### src/rtl/hps_pkg.sv
// Package for the heater PID supervisor: codes, limits and reset values.
package hps_pkg;

  typedef enum logic [1:0] {
    MODE_OFF       = 2'd0,
    MODE_HEATING   = 2'd1,
    MODE_REGULATED = 2'd2,
    MODE_SHUTDOWN  = 2'd3
  } mode_t;

  typedef enum logic [1:0] {
    OP_TICK     = 2'd0,
    OP_ON       = 2'd1,
    OP_OFF      = 2'd2,
    OP_SHUTDOWN = 2'd3
  } op_t;

  localparam logic [2:0] FAULT_NONE       = 3'd0;
  localparam logic [2:0] FAULT_OVERHEAT   = 3'd1;
  localparam logic [2:0] FAULT_SENSOR     = 3'd2;
  localparam logic [2:0] FAULT_AMBIENT    = 3'd3;
  localparam logic [2:0] FAULT_REGULATION = 3'd4;

  localparam logic [2:0] CFG_GAIN_P       = 3'd0;
  localparam logic [2:0] CFG_GAIN_I       = 3'd1;
  localparam logic [2:0] CFG_GAIN_D       = 3'd2;
  localparam logic [2:0] CFG_OVERHEAT     = 3'd3;
  localparam logic [2:0] CFG_AMBIENT      = 3'd4;
  localparam logic [2:0] CFG_BAND         = 3'd5;
  localparam logic [2:0] CFG_AMBIENT_TO   = 3'd6;
  localparam logic [2:0] CFG_REGULATE_TO  = 3'd7;

  localparam logic [15:0] RST_GAIN_P      = 16'd256;
  localparam logic [15:0] RST_GAIN_I      = 16'd16;
  localparam logic [15:0] RST_GAIN_D      = 16'd0;
  localparam logic [15:0] RST_OVERHEAT    = 16'd19200;
  localparam logic [15:0] RST_AMBIENT     = 16'd2560;
  localparam logic [14:0] RST_BAND        = 15'd192;
  localparam logic [15:0] RST_AMBIENT_TO  = 16'd600;
  localparam logic [15:0] RST_REGULATE_TO = 16'd3000;

  localparam logic [4:0]         HYST_LIMIT     = 5'd10;
  localparam logic [4:0]         BAD_LIMIT      = 5'd5;
  localparam logic [4:0]         BAD_SAT        = 5'd31;
  localparam logic [9:0]         DUTY_MAX       = 10'd1023;
  localparam logic [16:0]        ERROR_EPSILON  = 17'd1;
  localparam logic signed [15:0] COLD_LIMIT     = -16'sd17482;
  localparam logic signed [31:0] START_INTEGRAL = 32'sd0;
  localparam logic [1:0]         BLINK_DIV      = 2'd3;
  localparam logic [15:0]        TIMER_SAT      = 16'hFFFF;

endpackage

### src/rtl/heater_pid_supervisor.sv
// Heater supervisor top level: command decode, PID with anti-windup, timeouts, LED.
//
//  channel | ports                       | payload (low bit up)
//  --------+-----------------------------+-----------------------------------------------
//  in      | in_tvalid/in_tready         | tuser: opcode; tdata: sample, target, stop_reason
//  out     | out_tvalid/out_tready       | tdata: duty, pwm_enable, heater_mode, fault, led
//  cfg     | cfg_we/cfg_index/cfg_wdata  | one register per write, no read-back
//
// One item per cycle while out_tready holds; each passes the input then the result register.
// The PID step (three parallel multiplies, sum, clamp) sits between the input register
// and the result register, and all loop state updates when the item leaves that stage.
// rst_n is synchronous: it clears control state and loads the register reset values.
// A stalled result holds the stage behind it; the input stalls only when both are full.
module heater_pid_supervisor (
  input  logic        clk,
  input  logic        rst_n,
  input  logic        in_tvalid,
  output logic        in_tready,
  input  logic [1:0]  in_tuser,   // opcode[1:0]
  input  logic [39:0] in_tdata,   // sample[15:0], target[31:16], stop_reason[34:32], zero pad
  output logic        out_tvalid,
  input  logic        out_tready,
  output logic [23:0] out_tdata,  // duty[9:0], pwm_enable[10], heater_mode[12:11],
                                  // fault[15:13], led[16], zero pad
  input  logic        cfg_we,
  input  logic [2:0]  cfg_index,
  input  logic [15:0] cfg_wdata
);
  import hps_pkg::*;

  // config registers
  logic [15:0] gain_p_r, gain_i_r, gain_d_r;
  logic [15:0] overheat_r, ambient_r;
  logic [14:0] band_r;
  logic [15:0] ambient_to_r, regulate_to_r;

  // loop state
  mode_t              mode_r, mode_nxt;
  logic [2:0]         fault_r, fault_nxt;
  logic signed [15:0] setpoint_r, setpoint_nxt;
  logic [4:0]         bad_r, bad_nxt;
  logic [15:0]        timer_r, timer_nxt;
  logic [4:0]         hyst_r, hyst_nxt;
  logic [1:0]         blink_r, blink_nxt;
  logic               led_r, led_nxt;
  logic signed [31:0] integ_r, integ_nxt;
  logic signed [16:0] last_err_r, last_err_nxt;
  logic [9:0]         last_duty_r, last_duty_nxt;

  // input stage
  logic               s1_v_r;
  op_t                s1_op_r;
  logic signed [15:0] s1_sample_r, s1_target_r;
  logic [2:0]         s1_reason_r;

  logic        out_v_r;
  logic [23:0] out_data_r;

  logic in_fire, s1_go;

  assign s1_go     = s1_v_r && (!out_v_r || out_tready);
  assign in_tready = !s1_v_r || s1_go;
  assign in_fire   = in_tvalid && in_tready;

  // datapath
  logic signed [16:0] err, deriv_lo;
  logic [16:0]        mag;
  logic signed [32:0] acc;
  logic signed [31:0] integ_upd;
  logic signed [31:0] integ_pid;
  logic signed [16:0] gp_s, gi_s, gd_s;
  logic signed [17:0] deriv;
  logic signed [33:0] prod_p;
  logic signed [48:0] prod_i;
  logic signed [34:0] prod_d;
  logic signed [50:0] pid_sum;
  logic [42:0]        duty_raw;
  logic [9:0]         duty_new;
  logic [15:0]        timer_inc;
  logic               overheat, cold, in_band;
  logic               active_nxt;

  assign err  = 17'(setpoint_r) - 17'(s1_sample_r);
  assign mag  = err[16] ? 17'(-err) : 17'(err);
  assign acc  = 33'(integ_r) + 33'(err);
  assign integ_upd = (acc[32] != acc[31]) ? (acc[32] ? 32'sh80000000 : 32'sh7FFFFFFF)
                                          : acc[31:0];
  // integrate only while |error| exceeds ERROR_EPSILON and duty is not pinned at full
  assign integ_pid = ((mag > ERROR_EPSILON) && (last_duty_r < DUTY_MAX)) ? integ_upd
                                                                          : integ_r;
  assign deriv_lo = last_err_r;
  assign deriv = 18'(err) - 18'(deriv_lo);
  assign gp_s = {1'b0, gain_p_r};
  assign gi_s = {1'b0, gain_i_r};
  assign gd_s = {1'b0, gain_d_r};
  assign prod_p = gp_s * err;
  assign prod_i = gi_s * integ_pid;
  assign prod_d = gd_s * deriv;
  assign pid_sum = 51'(prod_p) + 51'(prod_i) + 51'(prod_d);
  assign duty_raw = pid_sum[50:8];
  assign timer_inc = (timer_r == TIMER_SAT) ? timer_r : timer_r + 16'd1;
  assign overheat = s1_sample_r > $signed(overheat_r);
  assign cold     = s1_sample_r < COLD_LIMIT;
  assign in_band  = mag <= {2'b00, band_r};

  always_comb begin
    if (pid_sum[50]) begin
      duty_new = 10'd0;
    end else if ((|duty_raw[42:10]) || (duty_raw[9:0] > DUTY_MAX)) begin
      duty_new = DUTY_MAX;
    end else begin
      duty_new = duty_raw[9:0];
    end
  end

  always_comb begin
    mode_nxt      = mode_r;
    fault_nxt     = fault_r;
    setpoint_nxt  = setpoint_r;
    bad_nxt       = bad_r;
    timer_nxt     = timer_r;
    hyst_nxt      = hyst_r;
    blink_nxt     = blink_r;
    led_nxt       = led_r;
    integ_nxt     = integ_r;
    last_err_nxt  = last_err_r;
    last_duty_nxt = last_duty_r;
    case (s1_op_r)
      OP_TICK: begin
        if (mode_r == MODE_HEATING || mode_r == MODE_REGULATED) begin
          if (overheat) begin
            mode_nxt  = MODE_SHUTDOWN;
            fault_nxt = FAULT_OVERHEAT;
            led_nxt   = 1'b0;
          end else if (cold) begin
            if (bad_r != BAD_SAT) begin
              bad_nxt = bad_r + 5'd1;
            end
            if (bad_nxt > BAD_LIMIT) begin
              mode_nxt  = MODE_SHUTDOWN;
              fault_nxt = FAULT_SENSOR;
              led_nxt   = 1'b0;
            end
          end else begin
            bad_nxt       = 5'd0;
            integ_nxt     = integ_pid;
            last_err_nxt  = err;
            last_duty_nxt = duty_new;
            if (mode_r == MODE_HEATING) begin
              timer_nxt = timer_inc;
            end
            if ((mode_r == MODE_HEATING) && (s1_sample_r < $signed(ambient_r)) &&
                (timer_inc > ambient_to_r)) begin
              mode_nxt  = MODE_SHUTDOWN;
              fault_nxt = FAULT_AMBIENT;
              led_nxt   = 1'b0;
            end else if ((mode_r == MODE_HEATING) && (s1_sample_r < setpoint_r) &&
                         (timer_inc > regulate_to_r)) begin
              mode_nxt  = MODE_SHUTDOWN;
              fault_nxt = FAULT_REGULATION;
              led_nxt   = 1'b0;
            end else begin
              if (in_band) begin
                if (hyst_r >= HYST_LIMIT) begin
                  hyst_nxt = HYST_LIMIT;
                  mode_nxt = MODE_REGULATED;
                end else begin
                  hyst_nxt = hyst_r + 5'd1;
                end
              end else begin
                if (hyst_r <= 5'd1) begin
                  hyst_nxt  = 5'd0;
                  timer_nxt = 16'd0;
                  mode_nxt  = MODE_HEATING;
                end else begin
                  hyst_nxt = hyst_r - 5'd1;
                end
              end
              if (mode_nxt == MODE_REGULATED) begin
                led_nxt = 1'b1;
              end else if (blink_r >= BLINK_DIV) begin
                blink_nxt = 2'd0;
                led_nxt   = !led_r;
              end else begin
                blink_nxt = blink_r + 2'd1;
              end
            end
          end
        end
      end
      OP_ON: begin
        if (mode_r != MODE_HEATING && mode_r != MODE_REGULATED) begin
          last_duty_nxt = 10'd0;
          integ_nxt     = START_INTEGRAL;
          last_err_nxt  = 17'sd0;
          setpoint_nxt  = s1_target_r;
          hyst_nxt      = 5'd0;
          bad_nxt       = 5'd0;
          timer_nxt     = 16'd0;
          mode_nxt      = MODE_HEATING;
          led_nxt       = 1'b0;
        end
      end
      OP_OFF: begin
        mode_nxt  = MODE_OFF;
        fault_nxt = s1_reason_r;
        led_nxt   = 1'b0;
      end
      default: begin
        mode_nxt  = MODE_SHUTDOWN;
        fault_nxt = s1_reason_r;
        led_nxt   = 1'b0;
      end
    endcase
  end

  assign active_nxt = (mode_nxt == MODE_HEATING) || (mode_nxt == MODE_REGULATED);

  always_ff @(posedge clk) begin
    if (!rst_n) begin
      gain_p_r      <= RST_GAIN_P;
      gain_i_r      <= RST_GAIN_I;
      gain_d_r      <= RST_GAIN_D;
      overheat_r    <= RST_OVERHEAT;
      ambient_r     <= RST_AMBIENT;
      band_r        <= RST_BAND;
      ambient_to_r  <= RST_AMBIENT_TO;
      regulate_to_r <= RST_REGULATE_TO;
    end else if (cfg_we) begin
      case (cfg_index)
        CFG_GAIN_P:      gain_p_r      <= cfg_wdata;
        CFG_GAIN_I:      gain_i_r      <= cfg_wdata;
        CFG_GAIN_D:      gain_d_r      <= cfg_wdata;
        CFG_OVERHEAT:    overheat_r    <= cfg_wdata;
        CFG_AMBIENT:     ambient_r     <= cfg_wdata;
        CFG_BAND:        band_r        <= cfg_wdata[14:0];
        CFG_AMBIENT_TO:  ambient_to_r  <= cfg_wdata;
        CFG_REGULATE_TO: regulate_to_r <= cfg_wdata;
        default: ;
      endcase
    end
  end

  always_ff @(posedge clk) begin
    if (!rst_n) begin
      mode_r      <= MODE_OFF;
      fault_r     <= FAULT_NONE;
      setpoint_r  <= 16'sd0;
      bad_r       <= 5'd0;
      timer_r     <= 16'd0;
      hyst_r      <= 5'd0;
      blink_r     <= 2'd0;
      led_r       <= 1'b0;
      integ_r     <= 32'sd0;
      last_err_r  <= 17'sd0;
      last_duty_r <= 10'd0;
    end else if (s1_go) begin
      mode_r      <= mode_nxt;
      fault_r     <= fault_nxt;
      setpoint_r  <= setpoint_nxt;
      bad_r       <= bad_nxt;
      timer_r     <= timer_nxt;
      hyst_r      <= hyst_nxt;
      blink_r     <= blink_nxt;
      led_r       <= led_nxt;
      integ_r     <= integ_nxt;
      last_err_r  <= last_err_nxt;
      last_duty_r <= last_duty_nxt;
    end
  end

  always_ff @(posedge clk) begin
    if (!rst_n) begin
      s1_v_r  <= 1'b0;
      out_v_r <= 1'b0;
    end else begin
      s1_v_r  <= in_fire || (s1_v_r && !s1_go);
      out_v_r <= s1_go || (out_v_r && !out_tready);
    end
  end

  always_ff @(posedge clk) begin
    if (in_fire) begin
      s1_op_r     <= op_t'(in_tuser);
      s1_sample_r <= in_tdata[15:0];
      s1_target_r <= in_tdata[31:16];
      s1_reason_r <= in_tdata[34:32];
    end
    if (s1_go) begin
      out_data_r <= {7'd0, led_nxt, fault_nxt, mode_nxt, active_nxt,
                     active_nxt ? last_duty_nxt : 10'd0};
    end
  end

  assign out_tvalid = out_v_r;
  assign out_tdata  = out_data_r;

endmodule

### config.mk
export PLATFORM = sky130hd
export DESIGN_NAME = heater_pid_supervisor
export DESIGN_NICKNAME = d
export VERILOG_FILES = /design/src/rtl/hps_pkg.sv /design/src/rtl/heater_pid_supervisor.sv
export SDC_FILE = /design/constraint.sdc
export NUM_CORES = 2
export LEC_CHECK = 0
export ABC_AREA = 1
export BUFFER_PORTS_ARGS = -buffer_cell sky130_fd_sc_hd__buf_4
export CORE_ASPECT_RATIO = 1.75
export CORE_MARGIN = 2
export CORE_UTILIZATION = 70
export DETAILED_ROUTE_END_ITERATION = 10
export PLACE_DENSITY = 0.87
export SLEW_MARGIN = 40
export SYNTH_ARGS = -nofsm -noshare
export SYNTH_HDL_FRONTEND = slang
export SYNTH_SLANG_ARGS = --single-unit
### constraint.sdc
create_clock -name clk -period 27.3 [get_ports clk]
set_input_delay 8.19 -clock clk [delete_from_list [all_inputs] [get_ports clk]]
set_output_delay 8.19 -clock clk [all_outputs]
set_load 0.02 [all_outputs]
==> impl_metrics.csv <==
group,metric,value,unit
cells_and_area,design_area,0.0605,sq mm
cells_and_area,fill_cells,6275,
synthesis,yosys_warnings,0,
grt,grt_first_pass_wirelength,280000,microns
synthesis,synth-edff-count,54,
route,route.detailed.drc,0,
floorplanning,die_y,386,microns
timing,post-route-period-util,0.616,
timing,timing.slew.headroom,0.391,
worst_setup_path,critical_path.max_stage_delay,0.18,ns
clock_network,cts-resized-gates,0,
floorplanning,placeableCoreArea,0.0829,sq mm
worst_setup_path,critical_path.endpoint_type,"output port",
clock_network,postCtsSetupRepairBufs,0,
timing,finalCriticalPeriod,16.82,ns
grt,grt_start_max_net_pins,102,
worst_setup_path,timing.critical_path.fanout_max,3,
route,route.top_layer_used,"met5",
worst_setup_path,worst-endpoint-arrival,8.63,ns
route,detailroute.via_count,48100,
worst_setup_path,critPathKind,"primary input to output port",
timing,final.setup.worst_slack,10.48,ns
route,wl_met3,14700,microns
synthesis,synth.distinct_cells,60,
synthesis,netlist_instances,7075,
clock_network,root_cell_of_the_clock_tree,"sky130_fd_sc_hd__clkbuf_16",
grt,globalRoute.totalOverflow,0,
synthesis,post_synthesis_async_set_or_reset_flop_share,0,
placement,gp_congestion,1.16,
grt,grt_pass1_vias,52100,
floorplanning,floorplan.initialDensity,0.703,
floorplanning,dieArea,0.0856,sq mm
grt,grt.total_usage,0.435,
route,route.final.wire_length,180000,microns
floorplanning,horizontal_extent_of_the_die,222,microns
timing,setup_violations,0,
cells_and_area,final_net_count,8746,
cells_and_area,most_frequent_cells_in_the_layout,"sky130_fd_sc_hd__inv_1 (1597), sky130_fd_sc_hd__fa_1 (1196), sky130_fd_sc_hd__nand2_1 (1136), sky130_fd_sc_hd__nor2_1 (835), sky130_fd_sc_hd__ha_1 (471)",
clock_network,worst_skew_pair.late_latency,0.63,ns
synthesis,synth_top_flop_cell,"sky130_fd_sc_hd__dfxtp_1",
worst_setup_path,reg2reg_to,"out_tdata[1]",
grt,grt_antenna_before_repair,5,
worst_setup_path,r2r_cells,64,
timing,worst-slew-pin-transition,0.912,ns
cells_and_area,post_route_cells_drive_above_1_share,0.0508,
worst_setup_path,timing.critical_path.cells,"buf_4 > inv_1 > nand3_1 > buf_4",
synthesis,ys_seq_area_frac,0.110,
clock_network,cts-htree-levels,1,
cells_and_area,layout_commonest_cell,"sky130_fd_sc_hd__inv_1",
floorplanning,ioPinCount,92,
route,drt_iter0_drcs,3656,
worst_setup_path,worstReg2RegStart,"s1_sample_r[0]",
worst_setup_path,cp_data_required_time,19.11,ns
placement,post-dp-hpwl,153000,microns
timing,grt_setup_unrepaired,"no",
synthesis,ys_seq_elements,292,
clock_network,max-clock-path-buffers,3,
cells_and_area,area_growth,3.95,%
floorplanning,rows,140,
worst_hold_path,min_path_cells,2,
run_status,outcome,"completed",
timing,fmax,0.0594,GHz
route,drtPass1Iterations,6,
clock_network,clkTransAtPathRegs,0.07,ns
clock_network,tritoncts_clock_tree,"built",
timing,finalHoldViolations,0,
timing,hold_slack,0.458,ns
worst_hold_path,hold_path_startpoint,"gain_i_r[1]",
worst_setup_path,rrSetupSlack,11.25,ns
clock_network,cts-hold-fix-buffers,0,
worst_setup_path,timing.critical_path.mode_cell,"sky130_fd_sc_hd__buf_4",
worst_hold_path,min_delay_worst_endpoint,"gain_i_r[1]",
placement,port_buffers,79,
route,drt-met1-wl,56100,microns
job,drv.max_cap_violation_count,0,
clock_network,cts_buffers,29,
placement,place_worst_setup_slack,10.48,ns
worst_setup_path,cp_slowest_cell,"sky130_fd_sc_hd__buf_4",
synthesis,post_synth_instance_area,0.0582,sq mm
worst_setup_path,startpoint_type,"primary input",
synthesis,postSynthAreaPerCell,8.23,sq um
clock_network,cts_num_sinks,292,
route,drt-wirelength-per-cell,22.3,microns
worst_hold_path,holdCritPathClass,"flip-flop to flip-flop",
timing,finClkSkew,0.0352,ns
route,dr_wl_met2,87400,microns
route,viasPerCell,5.94,
route,ant_nets,0,
timing,tns,0,ns
placement,place_area,0.0595,sq mm
timing,slew_viol_final,0,
[logic make-up after synthesis]
group	count (synthesis)	share of synthesized area
buffers and inverters	1881	0.124
AO/OA/AOI/OAI	791	0.0744
flip-flops	292	0.110
adder cells (fa/ha/maj)	1669	0.513
other	1	0.0000644
AND/OR/NAND/NOR	2353	0.166
XOR/XNOR	88	0.0132
[Yosys cell counts (all sizes together), types with 12 or more instances]
library cell,number,area (sq um)
a21o,12,90.1
nand4,45,282
a21boi,13,97.6
fa,1197,24000
nand2,1195,4670
dfxtp,238,4760
clkinv,15,56.3
nor3,40,210
inv,1651,6200
nor4,16,106
xor2,52,455
a211oi,12,90.1
xnor2,36,315
nor2,869,3390
o21ai,270,1370
a31oi,15,93.8
edfxtp,54,1620
nand3,155,796
ha,472,5910
o211ai,33,248
or2,22,138
o21a,15,113
a21oi,384,1930
clkbuf,176,661
buf,38,275
[critical path, delay by kind of cell]
kind | cells | cell delay (ns)
AND/OR/NAND/NOR | 1 | 0.10
buffers and inverters | 3 | 0.35
[layout make-up]
cell class / count / area [sq um] / share of cell area
Antenna cell: 4 / 10.0 / 0.000165
Clock buffer: 30 / 729 / 0.0121
Clock inverter: 24 / 253 / 0.00418
Inverter: 1666 / 6260 / 0.103
Multi-Input combinational cell: 4908 / 44700 / 0.738
Sequential cell: 292 / 6390 / 0.106
Tap cell: 1065 / 1330 / 0.0220
Timing Repair Buffer: 114 / 863 / 0.0143
[worst max path at each step]
| stage | cells after the start | end | slack (ns) | start |
|---|---|---|---|---|
| floorplan | 2 | in_tready | 10.67 | out_tready |
| global placement | 4 | in_tready | 10.48 | out_tready |
| detailed placement | 4 | in_tready | 10.48 | out_tready |
| CTS | 4 | in_tready | 10.47 | out_tready |
| global route | 4 | in_tready | 10.44 | out_tready |
| finish | 4 | in_tready | 10.48 | out_tready |
[metal layers]
layer	track usage	vias to the layer above
li1	-	21100
met1	0.441	23400
met2	0.747	2578
met3	0.0824	1060
met4	0.423	4
met5	0	-
[sequential cells by signal (all words and copies together) (netlist names), 3 cells and up]
name / count
overheat_r: 16
deriv_lo: 17
hyst_r: 5
ambient_to_r: 16
gain_p_r: 16
out_tdata: 17
gain_i_r: 16
s1_sample_r: 16
band_r: 15
setpoint_r: 16
s1_reason_r: 3
ambient_r: 16
gain_d_r: 16
fault_r: 3
regulate_to_r: 16
timer_r: 16
bad_r: 5
s1_target_r: 16
last_duty_r: 10
integ_r: 32
[stage by stage]
stage / instances / util
finish: 8103 / 0.731
global route: 8099 / 0.730
CTS: 8099 / 0.730
detailed placement: 8045 / 0.718
global placement: 8045 / 0.718
floorplan: 7081 / -
Power is not shown: default switching activity piles up to over one toggle a cycle in this logic, so the estimate is an artifact.
